`src/rtl/tpps_pkg.sv`:
```
// Package for the two-axis PID pointer step core.
// Holds widths, register indexes, opcodes, state codes and the config struct.
// No dependencies.
`timescale 1ns / 1ps
`default_nettype none
package tpps_pkg;

    localparam int COORD_W    = 20;
    localparam int STEP_W     = 20;
    localparam int GAIN_W     = 32;
    localparam int SCALE_W    = 24;
    localparam int MOVE_W     = 16;
    localparam int ERR_W      = 21;
    localparam int DIFF_W     = 22;
    localparam int INTEG_W    = 48;
    localparam int CARRY_W    = 24;
    localparam int FRAC_BITS  = 23;
    localparam int MUL_W      = 32;
    localparam int PROD_W     = 64;
    localparam int DIVD_W     = 52;
    localparam int DRV_W      = 64;
    localparam int MAG_W      = 63;
    localparam int ACC_W      = 41;
    localparam int TOT_W      = 43;
    localparam int CFG_ADDR_W = 3;
    localparam int CFG_DATA_W = 32;
    localparam int S_DATA_W   = 64;
    localparam int M_DATA_W   = 32;

    localparam logic [CFG_ADDR_W-1:0] REG_CENTER   = 3'd0;
    localparam logic [CFG_ADDR_W-1:0] REG_PROP     = 3'd1;
    localparam logic [CFG_ADDR_W-1:0] REG_INTEG    = 3'd2;
    localparam logic [CFG_ADDR_W-1:0] REG_DERIV    = 3'd3;
    localparam logic [CFG_ADDR_W-1:0] REG_MIN_STEP = 3'd4;
    localparam logic [CFG_ADDR_W-1:0] REG_SCALE    = 3'd5;

    typedef struct packed {
        logic [COORD_W-1:0]        center;
        logic signed [GAIN_W-1:0]  kp;
        logic signed [GAIN_W-1:0]  ki;
        logic signed [GAIN_W-1:0]  kd;
        logic [STEP_W-1:0]         min_step;
        logic [SCALE_W-1:0]        scale;
    } cfg_t;

    typedef enum logic [2:0] {
        OP_EDT  = 3'd0,
        OP_KP   = 3'd1,
        OP_KILO = 3'd2,
        OP_KIHI = 3'd3,
        OP_KD   = 3'd4,
        OP_SLO  = 3'd5,
        OP_SHI  = 3'd6
    } op_t;

    typedef enum logic [6:0] {
        ST_IDLE  = 7'b0000001,
        ST_MUL   = 7'b0000010,
        ST_ACC   = 7'b0000100,
        ST_DIV   = 7'b0001000,
        ST_ABS   = 7'b0010000,
        ST_CARRY = 7'b0100000,
        ST_OUT   = 7'b1000000
    } state_t;

    function automatic logic [GAIN_W-1:0] mag32(input logic [GAIN_W-1:0] v);
        mag32 = v[GAIN_W-1] ? (~v + 1'b1) : v;
    endfunction

endpackage
`default_nettype wire

```
`src/rtl/tpps_mul.sv`:
```
// Shared 32x32 unsigned multiplier with registered product.
// Depends on tpps_pkg.
`timescale 1ns / 1ps
`default_nettype none
module tpps_mul (
    input  wire logic                        aclk,
    input  wire logic                        en,
    input  wire logic [tpps_pkg::MUL_W-1:0]  op_a,
    input  wire logic [tpps_pkg::MUL_W-1:0]  op_b,
    output logic      [tpps_pkg::PROD_W-1:0] prod
);
    import tpps_pkg::*;

    logic [PROD_W-1:0] prod_reg;

    always_ff @(posedge aclk) begin
        if (en) begin
            prod_reg <= PROD_W'(op_a) * PROD_W'(op_b);
        end
    end

    assign prod = prod_reg;

endmodule
`default_nettype wire

```
`config.mk`:
```
export PLATFORM = sky130hd
export DESIGN_NAME = tpps_mul
export DESIGN_NICKNAME = d
export VERILOG_FILES = /design/src/rtl/tpps_pkg.sv /design/src/rtl/tpps_mul.sv
export SDC_FILE = /design/constraint.sdc
export NUM_CORES = 2
export LEC_CHECK = 0
export BUFFER_PORTS_ARGS = -buffer_cell sky130_fd_sc_hd__buf_4
export CORE_AREA = 10 10 254 499
export CTS_CLUSTER_SIZE = 16
export DETAILED_ROUTE_END_ITERATION = 10
export DIE_AREA = 0 0 264 509
export GPL_ROUTABILITY_DRIVEN = 1
export PLACE_DENSITY = 0.41
export RECOVER_POWER = 50
export SLEW_MARGIN = 0
export SYNTH_ARGS = -nofsm -noshare
export SYNTH_HDL_FRONTEND = slang
export SYNTH_SLANG_ARGS = --single-unit
```
`constraint.sdc`:
```
create_clock -name aclk -period 22.9 [get_ports aclk]
set_input_delay 1.145 -clock aclk [delete_from_list [all_inputs] [get_ports aclk]]
set_output_delay 1.145 -clock aclk [all_outputs]
set_load 0.05 [all_outputs]
```
==> qor.csv <==
stage;metric;value;unit
status;status;finished, violations left;
status;failing checks;max-capacitance violations, max-slew violations;
worst_setup_path;Worst Path Required;23.08;ns
sta;sum of negative setup slack;0;ns
sta;endpoints failing setup;0;
layout;commonest cells after routing, fill and taps aside;fa_1, inv_1, and2_1;
die;Die Wd;264;um
sta;Tcrit/Tclk final;38.9;%
layout;final net count;4897;
cts;clock slew at the register clock pins of the worst setup and hold paths;0.10;ns
die;core area;0.119;mm2
route;routed vias/inst;4.75;
worst_setup_path;Critical Path Source Type;primary input;
cts;root buffer cell;clkbuf_16;
global_route;initial antenna violation count;0;
worst_setup_path;Buf+Inv Stages, Crit Path;2;
layout;area grow syn2layout;6.41;%
route;DRC Markers;0;
placement;placer's final routability congestion estimate;0.870;
sta;max-slew violation count;78;
yosys;number of synthesized flops with an enable pin;64;
sta;unrepaired setup endpoints after global routing;false;
layout;max reg flops;64;
die;I/O pin count;130;
sta;Slew HR;-87.1;%
yosys;synthesized flop and latch total;64;
cts;# clock sinks;64;
worst_setup_path;crit-path cells;clkbuf_1 -> nand2_1 -> fa_1 -> fa_1 -> inv_1 -> fa_1 -> fa_1 -> fa_1 -> fa_1 -> ha_1 -> nand4_1 -> or4_1 -> or3_1 -> a31oi_1 -> a31o_2 -> a211oi_1 -> o21ai_1 -> xor2_1;
layout;fin cells;5216;
worst_hold_path;hold-critical path depth;2;
worst_setup_path;Arr. time, crit path;9.09;ns
global_route;largest net degree at the start of global routing;45;
sta;Worst Tran Pin Value;2.81;ns
route;ANT nets after route;0;
global_route;total gr overflow;0;
route;Vias;24800;
layout;layout cells sized above 1;3.59;%
sta;Fmax;112;MHz
cts;H-tree Lvls;3;
cts;CTS tree;done;
worst_setup_path;delay of the slowest cell on the worst path;1.41;ns
route;DRT Pass-1 Iters;5;
worst_setup_path;Crit path max-delay family;adder cells;
sta;crit path time final;8.91;ns
die;die area;0.134;mm2
run;Max-cap violations;2;
yosys;mapped cell area;0.0353;mm2
yosys;asr flop ratio synth;0;%
placement;DP HPWL;107000;um
placement;Setup WS pre-CTS;13.49;ns
layout;commonest non-fill, non-tap cell in the layout;fa_1;
global_route;grt peak-use layer;met2;
route;Wirelength per Cell;24.3;um
yosys;Yosys Warn Count;0;
worst_setup_path;Crit path top cell by count;fa_1;
worst_setup_path;Crit Path Class;in2reg;
cts;maximum clock insertion buffer count;2;
placement;Port Buffers;129;
cts;TritonCTS Buffers;9;
placement;Inst Count DP;5199;
yosys;synth unique cells;57;
route;1st-iter DRT viols;958;
sta;final setup margin;13.99;ns
worst_setup_path;CP Capture Type;flip-flop;
global_route;met3 global-route usage;1.62;%
cts;hold_buf cts;0;
worst_setup_path;CP max stage cell;clkbuf_1;
yosys;Mapped Nets;4973;
yosys;Synth Instances;3748;
global_route;vias in the first global route;28400;
die;Cell Rows;179;
global_route;first-pass GRT wire length;186000;um
worst_hold_path;Hold Path Class;in2reg;
sta;Worst Hold Margin;1.31;ns
yosys;Seq/Total Area, Yosys;5.44;%
layout;Fillers;12700;
die;Die H;509;um
die;Initial Util;29.8;%
global_route;met1 GRT Util;16.0;%
yosys;Top FF cell, synth;edfxtp_1;
worst_hold_path;hold-critical path endpoint;prod[0]$_DFFE_PP_;
sta;final number of hold-violating endpoints;0;
worst_hold_path;beginning of the worst hold path;op_a[0];
cts;Post-CTS Resized;0;
route;final WL;127000;um
global_route;GRT Total Usage;19.2;%
worst_setup_path;Max Fanout on Critical Path;32;
yosys;Avg Cell Area, Syn;9.42;um2
global_route;met2 usage;40.0;%
cts;Setup Fix Bufs, Post-CTS;0;
[layout make-up]
type	count	area, um2	share of cell area (%)
diodes	1	2.50	0.00666
clock inverters	7	71.3	0.190
flip-flops and latches	64	1920	5.11
multi-input cells	2599	29300	78.0
clock buffers	9	225	0.599
repair buffers	133	875	2.33
well taps	1538	1920	5.12
inverters	865	3250	8.64
[cell usage after synthesis, drive strengths merged, types with 4 or more instances]
library cell,count,area [um2]
xor2,25,219
and2,602,3770
a31oi,12,75.1
nand3,10,50.1
a221o,4,40.0
nor3,7,35.0
edfxtp,64,1920
inv,865,3250
nand2,480,1800
nor2,20,75.1
o21bai,11,86.3
ha,263,3290
buf,7,33.8
nand4,23,144
o21ai,26,130
o31ai,5,78.8
a21oi,66,342
fa,896,17900
a21o,40,300
and3,14,87.6
xnor2,35,307
clkbuf,213,800
a221oi,4,87.6
o21a,9,67.6
[routing by layer]
| metal | up-vias | routed length (um) |
|---|---|---|
| met4 | 0 | 11000 |
| met5 | - | 0 |
| met1 | 13400 | 36500 |
| li1 | 10700 | - |
| met3 | 224 | 2100 |
| met2 | 438 | 77200 |
[metrics by stage]
step	cell area, um2	util (%)
after CTS	37700	31.8
after detailed placement	37400	31.5
after global placement	37400	31.5
after global routing	37600	31.7
after floorplan	35300	-
final	37600	31.7
[worst max-delay path by stage]
| stage | startpoint | endpoint | slack (ns) | depth (start not counted) |
|---|---|---|---|---|
| floorplan | op_a[25] | prod[62]$_DFFE_PP_ | 14.88 | 25 |
| detailed placement | op_a[25] | prod[62]$_DFFE_PP_ | 13.49 | 24 |
| finish | op_b[0] | prod[62]$_DFFE_PP_ | 13.99 | 18 |
| CTS | op_a[25] | prod[62]$_DFFE_PP_ | 13.99 | 24 |
| global placement | op_a[25] | prod[62]$_DFFE_PP_ | 13.57 | 24 |
| global route | op_b[0] | prod[62]$_DFFE_PP_ | 13.67 | 18 |
[kinds of logic (layout without fill, tap and decap cells)]
kind of cell / after synthesis / count (layout) / share of synthesized area (%)
other: 0 / 1 / 0
AO/OA/AOI/OAI: 202 / 202 / 4.08
adder cells (fa/ha/maj): 1159 / 1159 / 60.1
AND/OR/NAND/NOR: 1177 / 1177 / 17.3
flip-flops: 64 / 64 / 5.44
buffers and inverters: 1085 / 1014 / 11.6
multiplexers: 1 / 1 / 0.0283
XOR/XNOR: 60 / 60 / 1.49
Power is not shown: default switching activity piles up to over one toggle a cycle in this logic, so the estimate is an artifact.
