File: config.mk
export PLATFORM = sky130hd
export DESIGN_NAME = tpps_cfg
export DESIGN_NICKNAME = d
export VERILOG_FILES = /design/src/rtl/tpps_pkg.sv /design/src/rtl/tpps_cfg.sv
export SDC_FILE = /design/constraint.sdc
export NUM_CORES = 1
export LEC_CHECK = 0
export BUFFER_PORTS_ARGS = -buffer_cell sky130_fd_sc_hd__buf_2
export CAP_MARGIN = 20
export CORE_ASPECT_RATIO = 1.2
export CORE_MARGIN = 2
export CORE_UTILIZATION = 45
export CTS_CLUSTER_SIZE = 12
export DETAILED_ROUTE_END_ITERATION = 8
export PLACE_DENSITY = 0.73
export REMOVE_ABC_BUFFERS = 1
export SLEW_MARGIN = 20
export SYNTH_ARGS = -nofsm -noshare
export SYNTH_HDL_FRONTEND = slang
export SYNTH_SLANG_ARGS = --single-unit
File: constraint.sdc
create_clock -name aclk -period 2.4 [get_ports aclk]
set_input_delay 0.48 -clock aclk [delete_from_list [all_inputs] [get_ports aclk]]
set_output_delay 0.48 -clock aclk [all_outputs]
set_load 0.02 [all_outputs]
File: src/rtl/tpps_pkg.sv
// Package for the two-axis PID pointer step core.
// Holds widths, register indexes, opcodes, state codes and the config struct.
// No dependencies.
`timescale 1ns / 1ps
`default_nettype none
package tpps_pkg;

    localparam int COORD_W    = 20;
    localparam int STEP_W     = 20;
    localparam int GAIN_W     = 32;
    localparam int SCALE_W    = 24;
    localparam int MOVE_W     = 16;
    localparam int ERR_W      = 21;
    localparam int DIFF_W     = 22;
    localparam int INTEG_W    = 48;
    localparam int CARRY_W    = 24;
    localparam int FRAC_BITS  = 23;
    localparam int MUL_W      = 32;
    localparam int PROD_W     = 64;
    localparam int DIVD_W     = 52;
    localparam int DRV_W      = 64;
    localparam int MAG_W      = 63;
    localparam int ACC_W      = 41;
    localparam int TOT_W      = 43;
    localparam int CFG_ADDR_W = 3;
    localparam int CFG_DATA_W = 32;
    localparam int S_DATA_W   = 64;
    localparam int M_DATA_W   = 32;

    localparam logic [CFG_ADDR_W-1:0] REG_CENTER   = 3'd0;
    localparam logic [CFG_ADDR_W-1:0] REG_PROP     = 3'd1;
    localparam logic [CFG_ADDR_W-1:0] REG_INTEG    = 3'd2;
    localparam logic [CFG_ADDR_W-1:0] REG_DERIV    = 3'd3;
    localparam logic [CFG_ADDR_W-1:0] REG_MIN_STEP = 3'd4;
    localparam logic [CFG_ADDR_W-1:0] REG_SCALE    = 3'd5;

    typedef struct packed {
        logic [COORD_W-1:0]        center;
        logic signed [GAIN_W-1:0]  kp;
        logic signed [GAIN_W-1:0]  ki;
        logic signed [GAIN_W-1:0]  kd;
        logic [STEP_W-1:0]         min_step;
        logic [SCALE_W-1:0]        scale;
    } cfg_t;

    typedef enum logic [2:0] {
        OP_EDT  = 3'd0,
        OP_KP   = 3'd1,
        OP_KILO = 3'd2,
        OP_KIHI = 3'd3,
        OP_KD   = 3'd4,
        OP_SLO  = 3'd5,
        OP_SHI  = 3'd6
    } op_t;

    typedef enum logic [6:0] {
        ST_IDLE  = 7'b0000001,
        ST_MUL   = 7'b0000010,
        ST_ACC   = 7'b0000100,
        ST_DIV   = 7'b0001000,
        ST_ABS   = 7'b0010000,
        ST_CARRY = 7'b0100000,
        ST_OUT   = 7'b1000000
    } state_t;

    function automatic logic [GAIN_W-1:0] mag32(input logic [GAIN_W-1:0] v);
        mag32 = v[GAIN_W-1] ? (~v + 1'b1) : v;
    endfunction

endpackage
`default_nettype wire

File: src/rtl/tpps_cfg.sv
// Configuration register file for the PID pointer step core.
// Depends on tpps_pkg.
`timescale 1ns / 1ps
`default_nettype none
module tpps_cfg (
    input  wire logic                            aclk,
    input  wire logic                            aresetn,
    input  wire logic                            cfg_we,
    input  wire logic [tpps_pkg::CFG_ADDR_W-1:0] cfg_addr,
    input  wire logic [tpps_pkg::CFG_DATA_W-1:0] cfg_wdata,
    output tpps_pkg::cfg_t                       cfg
);
    import tpps_pkg::*;

    cfg_t cfg_reg;

    always_ff @(posedge aclk) begin
        if (!aresetn) begin
            cfg_reg.center   <= COORD_W'(81920);
            cfg_reg.kp       <= GAIN_W'(65536);
            cfg_reg.ki       <= '0;
            cfg_reg.kd       <= '0;
            cfg_reg.min_step <= STEP_W'(16667);
            cfg_reg.scale    <= SCALE_W'(65536);
        end else if (cfg_we) begin
            case (cfg_addr)
                REG_CENTER:   cfg_reg.center   <= cfg_wdata[COORD_W-1:0];
                REG_PROP:     cfg_reg.kp       <= cfg_wdata;
                REG_INTEG:    cfg_reg.ki       <= cfg_wdata;
                REG_DERIV:    cfg_reg.kd       <= cfg_wdata;
                REG_MIN_STEP: cfg_reg.min_step <= cfg_wdata[STEP_W-1:0];
                REG_SCALE:    cfg_reg.scale    <= cfg_wdata[SCALE_W-1:0];
                default: ;
            endcase
        end
    end

    assign cfg = cfg_reg;

endmodule
`default_nettype wire

==> results of run 1 <==
layer usage:
layer / routed length (um) / vias up / track usage
met5: 0 / - / 0
met4: 307 / 0 / 0.0860
met3: 791 / 24 / 0.0503
met2: 7580 / 134 / 0.380
met1: 5980 / 2165 / 0.244
li1: - / 2253 / -
stage by stage:
step / hold slack, ns / util / TNS (ns) / setup slack [ns]
after floorplan: 0.531 / - / -100.10 / -3.08
after global placement: 0.441 / 0.557 / 0 / 0.452
after detailed placement: 0.444 / 0.557 / 0 / 0.420
after CTS: 0.355 / 0.608 / 0 / 0.852
after global routing: 0.359 / 0.608 / 0 / 0.810
final: 0.368 / 0.608 / 0 / 0.841
critical path: cells and delay by family:
kind / cells / cell delay, ns
mux: 1 / 0.23
buf+inv: 1 / 0.17
simple gates: 1 / 0.93
power breakdown:
group | internal, mW | total [mW] | switching, mW
registers | 2.71 | 2.75 | 0.0302
clock network | 1.81 | 2.87 | 1.06
logic | 0.150 | 0.415 | 0.265
worst paths after layout:
path	startpoint	end	slack, ns	cells past startpoint
max	cfg_addr[1]	cfg[150]$_SDFFE_PN0P_	0.84	3
min	cfg_wdata[0]	cfg[24]$_SDFFE_PN1P_	0.37	3
max reg2reg	cfg[156]$_SDFFE_PN1P_	cfg[156]$_SDFFE_PN1P_	1.74	2
min reg2reg	cfg[108]$_SDFFE_PN0P_	cfg[108]$_SDFFE_PN0P_	0.45	2
logic make-up (layout without fill, tap and decap cells):
kind of cell | Yosys count | in the layout
simple gates | 207 | 207
mux | 160 | 160
flops | 160 | 160
buf+inv | 42 | 243
area by class of cell:
type                    instances  area [um^2]  share of cell area
flip-flops and latches        160         3200               0.416
multi-input cells             367         2510               0.326
repair buffers                211         1140               0.149
clock buffers                  21          460              0.0598
well taps                     164          205              0.0267
clock inverters                11          178              0.0231
synth_stat cells:
library cell | count | area [um^2]
nand4b_1 | 2 | 17.5
clkbuf_1 | 16 | 60.1
buf_1 | 6 | 22.5
nand2_1 | 182 | 683
mux2i_1 | 160 | 1600
buf_6 | 1 | 11.3
nor4b_1 | 1 | 8.76
buf_4 | 3 | 22.5
or4b_1 | 1 | 10.0
nor4bb_1 | 2 | 20.0
dfxtp_1 | 160 | 3200
buf_2 | 16 | 80.1
nor2b_1 | 17 | 106
nand4bb_1 | 2 | 22.5
==> reports/qor_table.md, run 1 <==
| Result | This run |
| --- | --- |
| Result of the run | complete, no violations |
| Clock buffers created by TritonCTS | 17 |
| Average via count per standard cell | 4.90 |
| Initial core utilization | 0.463 |
| Total setup violations reported at the end of the flow | 0 |
| Maximum clock skew at final layout | 0 ns |
| Global Route Usage Sum | 0.213 |
| Pwr dens | 784 nW/um^2 |
| Number of diodes | 0 |
| Syn_area_per_cell | 10.3 um^2 |
| CP Data Arrival Time | 1.82 ns |
| Number of synthesized register bits | 160 |
| Number of inserted filler cells in the final layout | 1083 |
| Placer's final routability congestion estimate | 0.819 |
| Post-route minimum period | 1.56 ns |
| Final instance count without filler cells | 934 |
| Maximum fanout encountered on the critical timing path | 13 |
| Sequential share of the synthesized area | 0.546 |
| Complex-gate fraction of the synthesized area | 0 |
| Clock tree from TritonCTS | yes |
| Count of antenna-violating nets left after detailed routing | 0 |
| Die X-Extent | 108 um |
| Synthesized area | 5870 um^2 |
| Post-Synth XOR/XNOR Area | 0 |
| Number of instances in the synthesized netlist | 569 |
| Summed area of non-filler cells in the final layout | 7700 um^2 |
| WP data required | 2.66 ns |
| Overflow left after global routing | 0 |
| Hold/Removal Path Class | in2reg |
| Fraction of layout instances using a drive strength above 1 | 0.317 |
| Post-synthesis mux area share | 0.273 |
| Startpoint type of the worst setup path | input port |
| Slowest library cell on the worst path | or4b_1 |
| Number of buffers inserted by hold repair at cts | 0 |
| Fraction of the mapped netlist area in adder cells | 0 |
| Cell variety after synth | 14 |
| Max rail drop VDD | 0.428 mV |
| Die outline area | 14000 um^2 |
| Post-detail-place hpwl | 10000 um |
| Critical-path cell list | buf_2 -> or4b_1 -> mux2i_1 |
| Total vias in the final route | 4576 |
| Placed cell count | 902 |
| Simple-gate portion of the synthesized area | 0.148 |
| Core Area | 12700 um^2 |
| Quantity of gates resized following cts | 0 |
| Global-route wire length before repair | 23100 um |
| Standard-cell row count | 45 |
| Flip-flop count of the largest register after layout | 160 |
| Remaining max-slew budget at the tightest pin | 0.448 |
| Instance area after placement | 7060 um^2 |
| Count of final hold-check violations | 0 |
| Setup crit end kind | flop |
| Starting DRC count in detailed routing | 159 |
| Vias in the first global route | 4639 |
| RSZ-0062 raised after global routing | false |
| Number of violations of the max-capacitance limit | 0 |
| Clock sinks | 160 |
| Post-synthesis to final-layout area growth | 31.1% |
| Insertion delay to the later sink of the worst-skew pair | 0.41 ns |
| Startpoint-to-endpoint class of the critical path | in2reg |
| Number of search-and-repair iterations in the first detailed-routing pass | 4 |
| Remaining design rule violation count | 0 |
| Critical path's largest stage delay | 0.93 ns |
| Htree depth | 4 |
| Final Routed Wirelength | 14700 um |
| Worst-Margin Slew | 0.828 ns |
| Max clock buf depth | 2 |
| Leakage power | 4.11 nW |
| Buffers on Ports | 197 |
| WL/cell | 15.7 um |
| Total count of max-transition violations in the final report | 0 |
| Maximum achievable frequency | 0.641 GHz |
| Clock edge transition at the registers on the reported setup and hold paths | 0.06 ns |
| Commonest cells after routing, fill and taps aside | 196 x buf_2, 182 x nand2_1, 160 x mux2i_1, 160 x dfxtp_1 |
| I/O pin total | 198 |
| Post-CTS Repair Setup Buffers | 0 |
| Clock tree root buffer cell | clkbuf_16 |
| Initial antenna violation count | 0 |
| Final Cycle Share | 0.650 |
| Final layout net count | 795 |
| Die Ht | 129 um |
| Yosys Warn Count | 0 |
| Maximum number of pins on one net before global-route repair | 88 |
| Main combinational cell family by area after synthesis | multiplexers |
| Most common cell after layout, fill and taps aside | buf_2 |
| Post-route total power | 6.03 mW |
(Power assumes the default switching activity.)
==> run 2, diff against run 1 <==
PLACE_DENSITY = 0.76   (was 0.73)
clock period = 1.3 ns   (was 2.4 ns; I/O delays follow)
==> reports/qor_table.md, run 2 (synthesized netlist as in run 1, its figures left out) <==
| Result | This run |
| --- | --- |
| Result of the run | complete, no violations |
| Worst-Margin Slew | 0.375 ns |
| Post-route total power | 10.4 mW |
| Clock tree from TritonCTS | yes |
| Quantity of gates resized following cts | 0 |
| Count of antenna-violating nets left after detailed routing | 0 |
| Final instance count without filler cells | 946 |
| Initial antenna violation count | 0 |
| Initial core utilization | 0.463 |
| Commonest cells after routing, fill and taps aside | 196 x buf_2, 182 x nand2_1, 160 x mux2i_1, 160 x dfxtp_1, 19 x buf_4 |
| Core Area | 12700 um^2 |
| Startpoint type of the worst setup path | flop |
| Global-route wire length before repair | 22900 um |
| Final layout net count | 808 |
| Remaining design rule violation count | 0 |
| Summed area of non-filler cells in the final layout | 7760 um^2 |
| RSZ-0062 raised after global routing | false |
| Post-CTS Repair Setup Buffers | 0 |
| Clock sinks | 160 |
| Most common cell after layout, fill and taps aside | buf_2 |
| Number of inserted filler cells in the final layout | 1083 |
| Buffers & Inverters on Critical Path | 1 |
| Startpoint-to-endpoint class of the critical path | reg2out |
| Die outline area | 14000 um^2 |
| Placer's final routability congestion estimate | 0.839 |
| WP data required | 1.04 ns |
| Flip-flop count of the largest register after layout | 160 |
| Global Route Usage Sum | 0.210 |
| Number of search-and-repair iterations in the first detailed-routing pass | 4 |
| Total setup violations reported at the end of the flow | 0 |
| Post-synthesis to final-layout area growth | 32.2% |
| Final Routed Wirelength | 14800 um |
| Number of buffers inserted by hold repair at cts | 0 |
| WL/cell | 15.6 um |
| Overflow left after global routing | 0 |
| Clock edge transition at the registers on the reported setup and hold paths | 0.06 ns |
| Maximum number of pins on one net before global-route repair | 43 |
| Average via count per standard cell | 4.95 |
| Maximum achievable frequency | 0.821 GHz |
| Max rail drop VDD | 0.722 mV |
| Max clock buf depth | 2 |
| Htree depth | 4 |
| Fraction of layout instances using a drive strength above 1 | 0.326 |
| Pwr dens | 1340 nW/um^2 |
| Vias in the first global route | 4691 |
| Insertion delay to the later sink of the worst-skew pair | 0.40 ns |
| Number of violations of the max-capacitance limit | 0 |
| I/O pin total | 198 |
| Maximum fanout encountered on the critical timing path | 2 |
| Post-route minimum period | 1.22 ns |
| Setup crit end kind | primary output |
| Die X-Extent | 108 um |
| Critical-path cell list | buf_2 |
| Standard-cell row count | 45 |
| Clock tree root buffer cell | clkbuf_16 |
| Total count of max-transition violations in the final report | 0 |
| Placed cell count | 915 |
| Instance area after placement | 7220 um^2 |
| Number of diodes | 0 |
| Hold/Removal Path Class | in2reg |
| Register-to-register path setup slack | 0.64 ns |
| Critical path's largest stage delay | 0.37 ns |
| Total vias in the final route | 4679 |
| Leakage power | 4.15 nW |
| Buffers on Ports | 197 |
| Final Cycle Share | 0.937 |
| Delay-heaviest family, CP | flip-flops |
| Starting DRC count in detailed routing | 167 |
| Post-detail-place hpwl | 10600 um |
| Remaining max-slew budget at the tightest pin | 0.750 |
| Count of final hold-check violations | 0 |
| CP Data Arrival Time | 0.96 ns |
| Maximum clock skew at final layout | 0 ns |
| Clock buffers created by TritonCTS | 17 |
| Slowest library cell on the worst path | dfxtp_1 |
| Die Ht | 129 um |
-- run 2: cell count changes in the layout (fill, tap and decap cells not counted), sizes merged --
cell    delta
buf       +13
bufinv     -3
clkinv     +5
inv        -3
-- run 2: where the power goes --
group          internal [mW]  switching (mW)  leakage [nW]  total [mW]
Clock                   2.66            1.89         0.259        4.55
Combinational          0.313           0.495          2.60       0.809
Sequential              5.01          0.0569          1.30        5.07
-- run 2: cell type report --
class | instances | area, um^2 | area share
clock buffers | 21 | 450 | 0.0580
clock inverters | 10 | 90.1 | 0.0116
flip-flops and latches | 160 | 3200 | 0.413
well taps | 164 | 205 | 0.0264
multi-input cells | 367 | 2510 | 0.323
repair buffers | 224 | 1300 | 0.168
-- run 2: path summary, 6_finish.rpt --
check	depth (start not counted)	endpoint	startpoint
setup / recovery	1	cfg[154]	cfg[154]$_SDFFE_PN1P_
hold / removal	3	cfg[25]$_SDFFE_PN1P_	cfg_wdata[1]
setup reg to reg	2	cfg[153]$_SDFFE_PN0P_	cfg[153]$_SDFFE_PN0P_
hold reg to reg	2	cfg[39]$_SDFFE_PN0P_	cfg[39]$_SDFFE_PN0P_
-- run 2: metrics by stage --
stage	util	setup WS [ns]	TNS [ns]	hold slack [ns]
floorplan	-	-3.96	-203.62	0.408
global placement	0.570	-0.106	-2.35	0.440
detailed placement	0.570	-0.143	-5.67	0.446
CTS	0.613	0.0717	0	0.110
global route	0.613	0.0618	0	0.125
finish	0.613	0.0825	0	0.126
-- run 2: metal layers --
| metal | track usage | share of wire | up-vias |
|---|---|---|---|
| met4 | 0.0920 | 0.018 | 0 |
| li1 | - | - | 2286 |
| met2 | 0.378 | 0.53 | 134 |
| met5 | 0 | 0 | - |
| met3 | 0.0528 | 0.056 | 18 |
| met1 | 0.232 | 0.39 | 2241 |
