$ cat config.mk
export PLATFORM = sky130hd
export DESIGN_NAME = tpps_div
export DESIGN_NICKNAME = d
export VERILOG_FILES = /design/src/rtl/tpps_pkg.sv /design/src/rtl/tpps_div.sv
export SDC_FILE = /design/constraint.sdc
export NUM_CORES = 1
export LEC_CHECK = 0
export BUFFER_PORTS_ARGS = -buffer_cell sky130_fd_sc_hd__buf_2
export CORE_MARGIN = 8
export CORE_UTILIZATION = 53
export CTS_CLUSTER_SIZE = 25
export DETAILED_ROUTE_END_ITERATION = 10
export GPL_TIMING_DRIVEN = 0
export HOLD_SLACK_MARGIN = 0.08
export PLACE_DENSITY = 0.79
export RECOVER_POWER = 50
export SYNTH_ARGS = -nofsm -noshare
export SYNTH_HDL_FRONTEND = slang
export SYNTH_SLANG_ARGS = --single-unit
$ cat constraint.sdc
create_clock -name aclk -period 3.2 [get_ports aclk]
set_input_delay 0.16 -clock aclk [delete_from_list [all_inputs] [get_ports aclk]]
set_output_delay 0.16 -clock aclk [all_outputs]
set_load 0.05 [all_outputs]
$ cat src/rtl/tpps_pkg.sv
// Package for the two-axis PID pointer step core.
// Holds widths, register indexes, opcodes, state codes and the config struct.
// No dependencies.
`timescale 1ns / 1ps
`default_nettype none
package tpps_pkg;

    localparam int COORD_W    = 20;
    localparam int STEP_W     = 20;
    localparam int GAIN_W     = 32;
    localparam int SCALE_W    = 24;
    localparam int MOVE_W     = 16;
    localparam int ERR_W      = 21;
    localparam int DIFF_W     = 22;
    localparam int INTEG_W    = 48;
    localparam int CARRY_W    = 24;
    localparam int FRAC_BITS  = 23;
    localparam int MUL_W      = 32;
    localparam int PROD_W     = 64;
    localparam int DIVD_W     = 52;
    localparam int DRV_W      = 64;
    localparam int MAG_W      = 63;
    localparam int ACC_W      = 41;
    localparam int TOT_W      = 43;
    localparam int CFG_ADDR_W = 3;
    localparam int CFG_DATA_W = 32;
    localparam int S_DATA_W   = 64;
    localparam int M_DATA_W   = 32;

    localparam logic [CFG_ADDR_W-1:0] REG_CENTER   = 3'd0;
    localparam logic [CFG_ADDR_W-1:0] REG_PROP     = 3'd1;
    localparam logic [CFG_ADDR_W-1:0] REG_INTEG    = 3'd2;
    localparam logic [CFG_ADDR_W-1:0] REG_DERIV    = 3'd3;
    localparam logic [CFG_ADDR_W-1:0] REG_MIN_STEP = 3'd4;
    localparam logic [CFG_ADDR_W-1:0] REG_SCALE    = 3'd5;

    typedef struct packed {
        logic [COORD_W-1:0]        center;
        logic signed [GAIN_W-1:0]  kp;
        logic signed [GAIN_W-1:0]  ki;
        logic signed [GAIN_W-1:0]  kd;
        logic [STEP_W-1:0]         min_step;
        logic [SCALE_W-1:0]        scale;
    } cfg_t;

    typedef enum logic [2:0] {
        OP_EDT  = 3'd0,
        OP_KP   = 3'd1,
        OP_KILO = 3'd2,
        OP_KIHI = 3'd3,
        OP_KD   = 3'd4,
        OP_SLO  = 3'd5,
        OP_SHI  = 3'd6
    } op_t;

    typedef enum logic [6:0] {
        ST_IDLE  = 7'b0000001,
        ST_MUL   = 7'b0000010,
        ST_ACC   = 7'b0000100,
        ST_DIV   = 7'b0001000,
        ST_ABS   = 7'b0010000,
        ST_CARRY = 7'b0100000,
        ST_OUT   = 7'b1000000
    } state_t;

    function automatic logic [GAIN_W-1:0] mag32(input logic [GAIN_W-1:0] v);
        mag32 = v[GAIN_W-1] ? (~v + 1'b1) : v;
    endfunction

endpackage
`default_nettype wire

$ cat src/rtl/tpps_div.sv
// Restoring divider, one quotient bit per cycle.
// Depends on tpps_pkg.
`timescale 1ns / 1ps
`default_nettype none
module tpps_div (
    input  wire logic                        aclk,
    input  wire logic                        aresetn,
    input  wire logic                        start,
    input  wire logic [tpps_pkg::DIVD_W-1:0] dividend,
    input  wire logic [tpps_pkg::STEP_W-1:0] divisor,
    output logic                             busy,
    output logic      [tpps_pkg::DIVD_W-1:0] quotient
);
    import tpps_pkg::*;

    localparam int CNT_W = $clog2(DIVD_W + 1);

    logic              busy_reg;
    logic [CNT_W-1:0]  cnt_reg;
    logic [DIVD_W-1:0] quo_reg;
    logic [STEP_W-1:0] rem_reg;
    logic [STEP_W-1:0] dsr_reg;
    logic [STEP_W:0]   shifted;
    logic [STEP_W:0]   trial;

    assign shifted = {rem_reg, quo_reg[DIVD_W-1]};
    assign trial   = shifted - {1'b0, dsr_reg};

    always_ff @(posedge aclk) begin
        if (!aresetn) begin
            busy_reg <= 1'b0;
            cnt_reg  <= '0;
        end else if (start) begin
            busy_reg <= 1'b1;
            cnt_reg  <= CNT_W'(DIVD_W);
        end else if (busy_reg) begin
            cnt_reg <= cnt_reg - 1'b1;
            if (cnt_reg == CNT_W'(1)) begin
                busy_reg <= 1'b0;
            end
        end
    end

    always_ff @(posedge aclk) begin
        if (start) begin
            quo_reg <= dividend;
            rem_reg <= '0;
            dsr_reg <= divisor;
        end else if (busy_reg) begin
            if (shifted >= {1'b0, dsr_reg}) begin
                rem_reg <= trial[STEP_W-1:0];
                quo_reg <= {quo_reg[DIVD_W-2:0], 1'b1};
            end else begin
                rem_reg <= shifted[STEP_W-1:0];
                quo_reg <= {quo_reg[DIVD_W-2:0], 1'b0};
            end
        end
    end

    assign busy     = busy_reg;
    assign quotient = quo_reg;

endmodule
`default_nettype wire
==> run metrics, run 1 <==
outcome finished, final reports clean; aggregate global routing overflow 0; classification of the worst-slack hold path primary input to register; DR vias/cell 5.51; Max Transition Viols Final 0; pwr/cell area 481 mW/mm2; Hold EP quotient[10]; Synth Area in XOR/XNOR between 3 and 4%; Max-cap violations 0; Async S/R FF share, synth 0%; clock root buffer master clkbuf_8; initial antenna violation count 1; Arr. time, crit path between 3 and 4 ns; Sequential Area 0.00270 mm2; most common cell after layout, fill and taps aside buf_2; hold buffer count at cts 68; Leak Pwr 2.86 nW; area grow syn2layout 31.7%; post-layout power between 3 and 4 mW; Post-DRT Antenna Nets 0; Initial Util 53.9%; Synthesized Nets around 540; Max FO, Critical Path 7; RR Endpoint rem_reg[19]; RSZ-0062 raised after global routing false; Crit path required time 3.47 ns; clk_skew 0.0154 ns; minimum clock period around 2.7 ns; largest net degree at the start of global routing 40; VDD IR-drop max roughly 0.00042 V; mux cell area share after synthesis 13.2%; Final Routed Wirelength 15,200 um; slew at the pin with the worst max-slew slack around 1.3 ns; total core area between 0.009 and 0.01 mm2; normalized max-slew margin roughly 12%; drt first pass iters 5; # resized after CTS 0; largest family of logic cells by synthesized area multiplexers; Finished Cell Area 0.00685 mm2; Clock Tree Buf Depth 2; drt wl/cell 19.2 um; crit share post-route 85.8%; syn avg cell area 11.7 um2; flop-to-flop setup slack 0.45 ns; clk_lat worst skew ~0.38 ns; Post-Synth Adder-Cell Area 5.68%; fillcell total 721; Clock Pin Slew Worst Setup and Hold Paths around 0.11 ns; Final Setup Violations 0; TritonCTS Sinks slightly below 100; area after detailed placement roughly 0.006 mm2; first-pass GRT wire length 23,900 um; Compound-Gate Fraction of Synth Area between 10% and 20%; HPWL after DPL 9650 um; total I/O pin count 128; Synth Cell Area 0.00520 mm2; Vias around 4,400; Simple-Gate Fraction of Synth Area 10.1%; most frequent cells in the layout 76 x buf_2, 72 x edfxtp_1, 68 x dlygate4sd3_1; CP startpoint kind register; CP endpoint kind register; Reg2Reg Depth 10; CTS tree yes; number of flip-flops in the largest register 52; Final WS setup 0.453 ns; CTS HTree Levels 3; min-delay src dividend[10]; die height 115 um; fmax 364 MHz; # DRC 0; Final Hold Fails 0; total track usage between 20% and 30%; YS warnings 0; worst reg2reg startpoint dsr_reg[1]; WHS Path Cells 2; port bufs 127; layout cells sized above 1 a little under a quarter; FF+latch count, synth 99; Distinct cells, synth 58; sequential cell area fraction in the yosys report 52.0%; post-place setup slack 0.499 ns; TritonCTS buffer count 9; EDFF count, synth 72; die extent in x 115 um; kind of critical path register to register; Cells after Synth 444; number of global-route vias before repair ~4,700; top_reg_cell synth edfxtp_1; DIE AREA roughly 0.013 mm2; area of the multi-input gates 0.00228 mm2; setup bufs post-CTS 0; DRT iter0 DRCs 252; GP Congestion between 0.8 and 0.9; Final nets 749; cell row count 36
[cells in the mapped netlist (all sizes together) (10+ instances only)]
cell type / n / share of area, %
mux2: 52 / 11
ha: 22 / 5.3
dfxtp: 27 / 10
nand2: 31 / 2.2
buf: 15 / 1.7
mux2i: 10 / 1.9
a21oi: 17 / 1.6
nor2: 29 / 2.1
xnor2: 12 / 2.0
o21ai: 21 / 2.0
edfxtp: 72 / 42
inv: 26 / 1.9
[power breakdown]
| part | internal [mW] | switching, mW |
|---|---|---|
| sequential | 1.51 | 0.0679 |
| combinational | 0.306 | 0.562 |
| clock | 0.375 | 0.479 |
[worst max path at each step]
stage | startpoint | endpoint | slack [ns] | cells past startpoint
5_1_grt | dsr_reg[1] | rem_reg[19] | 0.27 | 10
3_5_place_dp | dsr_reg[1] | rem_reg[19] | 0.50 | 10
4_1_cts | dsr_reg[1] | rem_reg[19] | 0.47 | 10
6_report | dsr_reg[1] | rem_reg[19] | 0.45 | 10
2_1_floorplan | quotient[51] | rem_reg[19] | 0.63 | 10
3_3_place_gp | start | quotient[6] | -0.21 | 5
[critical path, stage by stage, from the launching register on]
cell and delay (ns):
edfxtp_1 0.43, inv_1 0.09, ha_1 0.25, nor2b_1 0.15, o21ba_1 0.21, or3_1 0.34
clkbuf_1 0.20, a32oi_1 0.24, mux2_1 0.35, o311ai_1 0.25, o21ai_1 0.10
[layer usage]
| metal | vias up | part of all wire [%] | track usage (%) |
|---|---|---|---|
| li1 | 2051 | - | - |
| met1 | 2063 | 37 | 25.0 |
| met2 | 200 | 51 | 42.1 |
| met3 | 40 | 8.2 | 7.30 |
| met4 | 0 | 3.4 | 10.5 |
| met5 | - | 0 | 0 |
[final cells by class]
cell class,count,share of cell area [%]
clock buffers,9,1.81
clock inverters,7,1.26
flip-flops and latches,99,39.5
well taps,133,2.43
inverters,26,1.43
plain buffers,22,1.65
repair buffers,196,18.5
multi-input cells,297,33.4
diodes,1,0.0366
[kinds of logic after synthesis]
kind of cell | Yosys count
DFF | 99
buffers and inverters | 48
AOI/OAI and AO/OA | 89
xor gates and xnor gates | 18
muxes | 62
adders and majority gates | 23
and+or+nand+nor | 105
[stage by stage]
| stage | util (%) | setup TNS [ns] | hold slack [ns] | cells |
|---|---|---|---|---|
| 2_1_floorplan | - | 0 | 0.259 | 444 |
| 3_3_place_gp | 62.2 | -10.74 | 0.336 | 704 |
| 3_5_place_dp | 62.4 | 0 | 0.338 | 705 |
| 4_1_cts | 71.7 | 0 | 0.0802 | 789 |
| 5_1_grt | 71.0 | 0 | 0.0855 | 790 |
| 6_report | 71.0 | 0 | 0.0877 | 790 |
Note: power is estimated with default switching activity, not from simulation.
==> inputs of run 2 (changes only) <==
--- a/config.mk
+++ b/config.mk
@@ -5,6 +5,7 @@
 export SDC_FILE = /design/constraint.sdc
 export NUM_CORES = 1
 export LEC_CHECK = 0
+export ABC_AREA = 1
 export BUFFER_PORTS_ARGS = -buffer_cell sky130_fd_sc_hd__buf_2
 export CORE_MARGIN = 8
 export CORE_UTILIZATION = 53
==> run 2 against run 1 <==
  * First-iteration DRC count is 43% higher
  * Critical path depth is 7 lower
  * Synthesized cell count is 59% higher
  * Worst setup slack better by 0.32 ns
  * Worst hold slack better by 0.059 ns
  * Synthesized area is 7.3% higher
  * Global-route usage is 0.40 points lower
  * Final cell count is 34% higher
  * Total power is 5.7% lower
  * Routed wire length is 6.6% higher
  * Largest cell class unchanged
==> run metrics, run 2 <==
classification of the worst-slack hold path primary input to register; Post-Synth Adder-Cell Area 5.30%; Final Routed Wirelength 16,200 um; total track usage ~23%; Compound-Gate Fraction of Synth Area 3.41%; total core area 0.0103 mm2; Post-synth top cells 302 x nand2_1, 93 x inv_1, 72 x edfxtp_1; Vias about 5,400; clock root buffer master clkbuf_8; Hold EP quotient[0]; CP endpoint kind register; hold slack 0.146 ns; TritonCTS Sinks between 90 and 100; count leader, synth nand2_1; Clock Pin Slew Worst Setup and Hold Paths around 0.10 ns; first-pass GRT wire length around 27,000 um; final core occ 70.3%; largest cells by area after synthesis edfxtp_1 39%, nand2_1 20%, dfxtp_1 9.7%, inv_1 6.3%, ha_1 4.9%; sequential cell area fraction in the yosys report 48.5%; WHS Path Cells 3; worst reg2reg startpoint dsr_reg[15]; CP max-delay cell inv_2; Arr. time, crit path 2.43 ns; most common cell after layout, fill and taps aside nand2_1; layout cells sized above 1 approximately an eighth; Worst path max stage delay between 0.9 and 1 ns; normalized max-slew margin between 10% and 20%; Cells after Synth 706; Logic pwr share 22.9%; top_reg_cell synth edfxtp_1; Synthesized Nets roughly 800; number of global-route vias before repair 5,607; DR vias/cell 5.11; min-delay src dividend[0]; Leak Pwr 3.58 nW; Initial Util 54.3%; pwr/cell area 430 mW/mm2; Max Transition Viols Final 0; slew at the pin with the worst max-slew slack 1.31 ns; clk_skew about 0.017 ns; flop-to-flop setup slack 1.11 ns; DIE AREA 0.0141 mm2; Crit path required time 3.20 ns; die height 119 um; Clock Tree Buf Depth 2; port bufs 127; aggregate global routing overflow 0; Max-cap violations 0; syn avg cell area 7.90 um2; FF+latch count, synth 99; number of flip-flops in the largest register 52; most frequent cells in the layout 302 x nand2_1, 94 x inv_1, 73 x buf_2; Distinct cells, synth 34; Critical path origin start; drt wl/cell 15.3 um; EDFF count, synth 72; fillcell total 805; setup bufs post-CTS 0; CTS HTree Levels 3; RSZ-0062 raised after global routing false; # DRC 0; largest net degree at the start of global routing 61; drt first pass iters 5; mux cell area share after synthesis 0%; post-synth top area cell edfxtp_1; final setup TNS 0 ns; fmax around 410 MHz; CP startpoint kind primary input; Max FO, Critical Path 60; Switching Share between 30% and 40%; kind of critical path primary input to register; Int Power 2.07 mW; Final nets a little over 1,000; minimum clock period 2.42 ns; Async S/R FF share, synth 0%; post-synth top area share 38.8%; Synth Cell Area 0.00558 mm2; YS warnings 0; # resized after CTS 0; VDD IR-drop max 0.000438 V; outcome finished, final reports clean; Final Setup Violations 0; CP cell instances clkbuf_1, nor2_1, inv_2; clk_lat worst skew 0.40 ns; area grow syn2layout 29.6%; TritonCTS buffer count 9; Post-DRT Antenna Nets 0; crit share post-route 75.8%; Synth Area in XOR/XNOR 1.41%; DRT iter0 DRCs 361; antenna fix cells 0; total I/O pin count roughly 130; Final Hold Fails 0; initial antenna violation count 0; largest family of logic cells by synthesized area simple AND/OR/NAND/NOR gates; HPWL after DPL 10,300 um; Simple-Gate Fraction of Synth Area 32.2%; cell row count 37; CTS tree yes; Net Sw Power 1.04 mW; clock network fraction of total power 27.2%; GP Congestion 0.897; part of the power in registers 49.9%; Reg2Reg Depth 14; RR Endpoint rem_reg[0]; die extent in x 119 um
## run 2: changes by cell type after synthesis, sizes merged, moves of 8 or more
cell	previous run	this run
a21o	8	0
buf	15	6
inv	26	97
mux2	52	0
mux2i	10	0
nand2	31	312
nand3	8	59
nand3b	0	9
nor2b	8	0
o21ai	21	11
## run 2: cells by family (layout without fill, tap and decap cells)
| kind of cell | count (synthesis) | after routing |
|---|---|---|
| AO/OA/AOI/OAI | 35 | 35 |
| XOR/XNOR | 9 | 9 |
| adder cells (fa/ha/maj) | 23 | 23 |
| buffers and inverters | 119 | 334 |
| flip-flops | 99 | 99 |
| AND/OR/NAND/NOR | 421 | 421 |
## run 2: power by group through the flow
stage          clock, mW  combinational (mW)  sequential, mW
2_1_floorplan          0               0.217            1.81
3_3_place_gp           0               0.634            1.57
3_5_place_dp           0               0.648            1.57
4_1_cts            0.854               0.715            1.54
5_1_grt            0.894               0.765            1.56
6_report           0.845               0.713            1.55
## run 2: worst max path at each step
stage / to / slack (ns) / cells past startpoint
CTS: rem_reg[16] / 1.11 / 13
detailed placement: quotient[44] / 0.90 / 3
global route: quotient[42] / 0.50 / 3
global placement: quotient[44] / 0.94 / 3
floorplan: rem_reg[8] / 1.00 / 12
finish: quotient[49] / 0.78 / 3
## run 2: routing by layer
layer	vias up	part of all wire [%]	track usage, %
met1	2458	39	25.7
li1	2655	-	-
met4	0	2.4	7.98
met3	40	9.0	8.61
met2	244	49	40.1
met5	-	0	0
## run 2: final cells by class
class,instances,area [um2],area share [%]
flip-flops and latches,99,2700,37.4
multi-input cells,488,2360,32.6
repair buffers,199,1290,17.8
inverters,99,372,5.14
well taps,136,170,2.35
plain buffers,20,144,1.99
clock buffers,11,131,1.82
clock inverters,5,62.6,0.866
## run 2: through the flow
stage,total power [mW],cells,worst slack [ns],cell area (um2)
floorplan,2.03,706,1.00,5580
global placement,2.20,969,0.944,6380
detailed placement,2.22,969,0.898,6380
CTS,3.11,1057,1.11,7300
global route,3.22,1057,0.502,7230
finish,3.11,1057,0.775,7230
## run 2: worst max-delay path: cells and delay by family
kind	cells	cell delay [ns]
simple gates	1	0.29
buf+inv	2	1.93
## run 2: what timing repair did
action / CTS / global route
hold buffers: 72 / 0
endpoints found under the setup margin: 0 / 0
hold endpoints to repair: 75 / 0
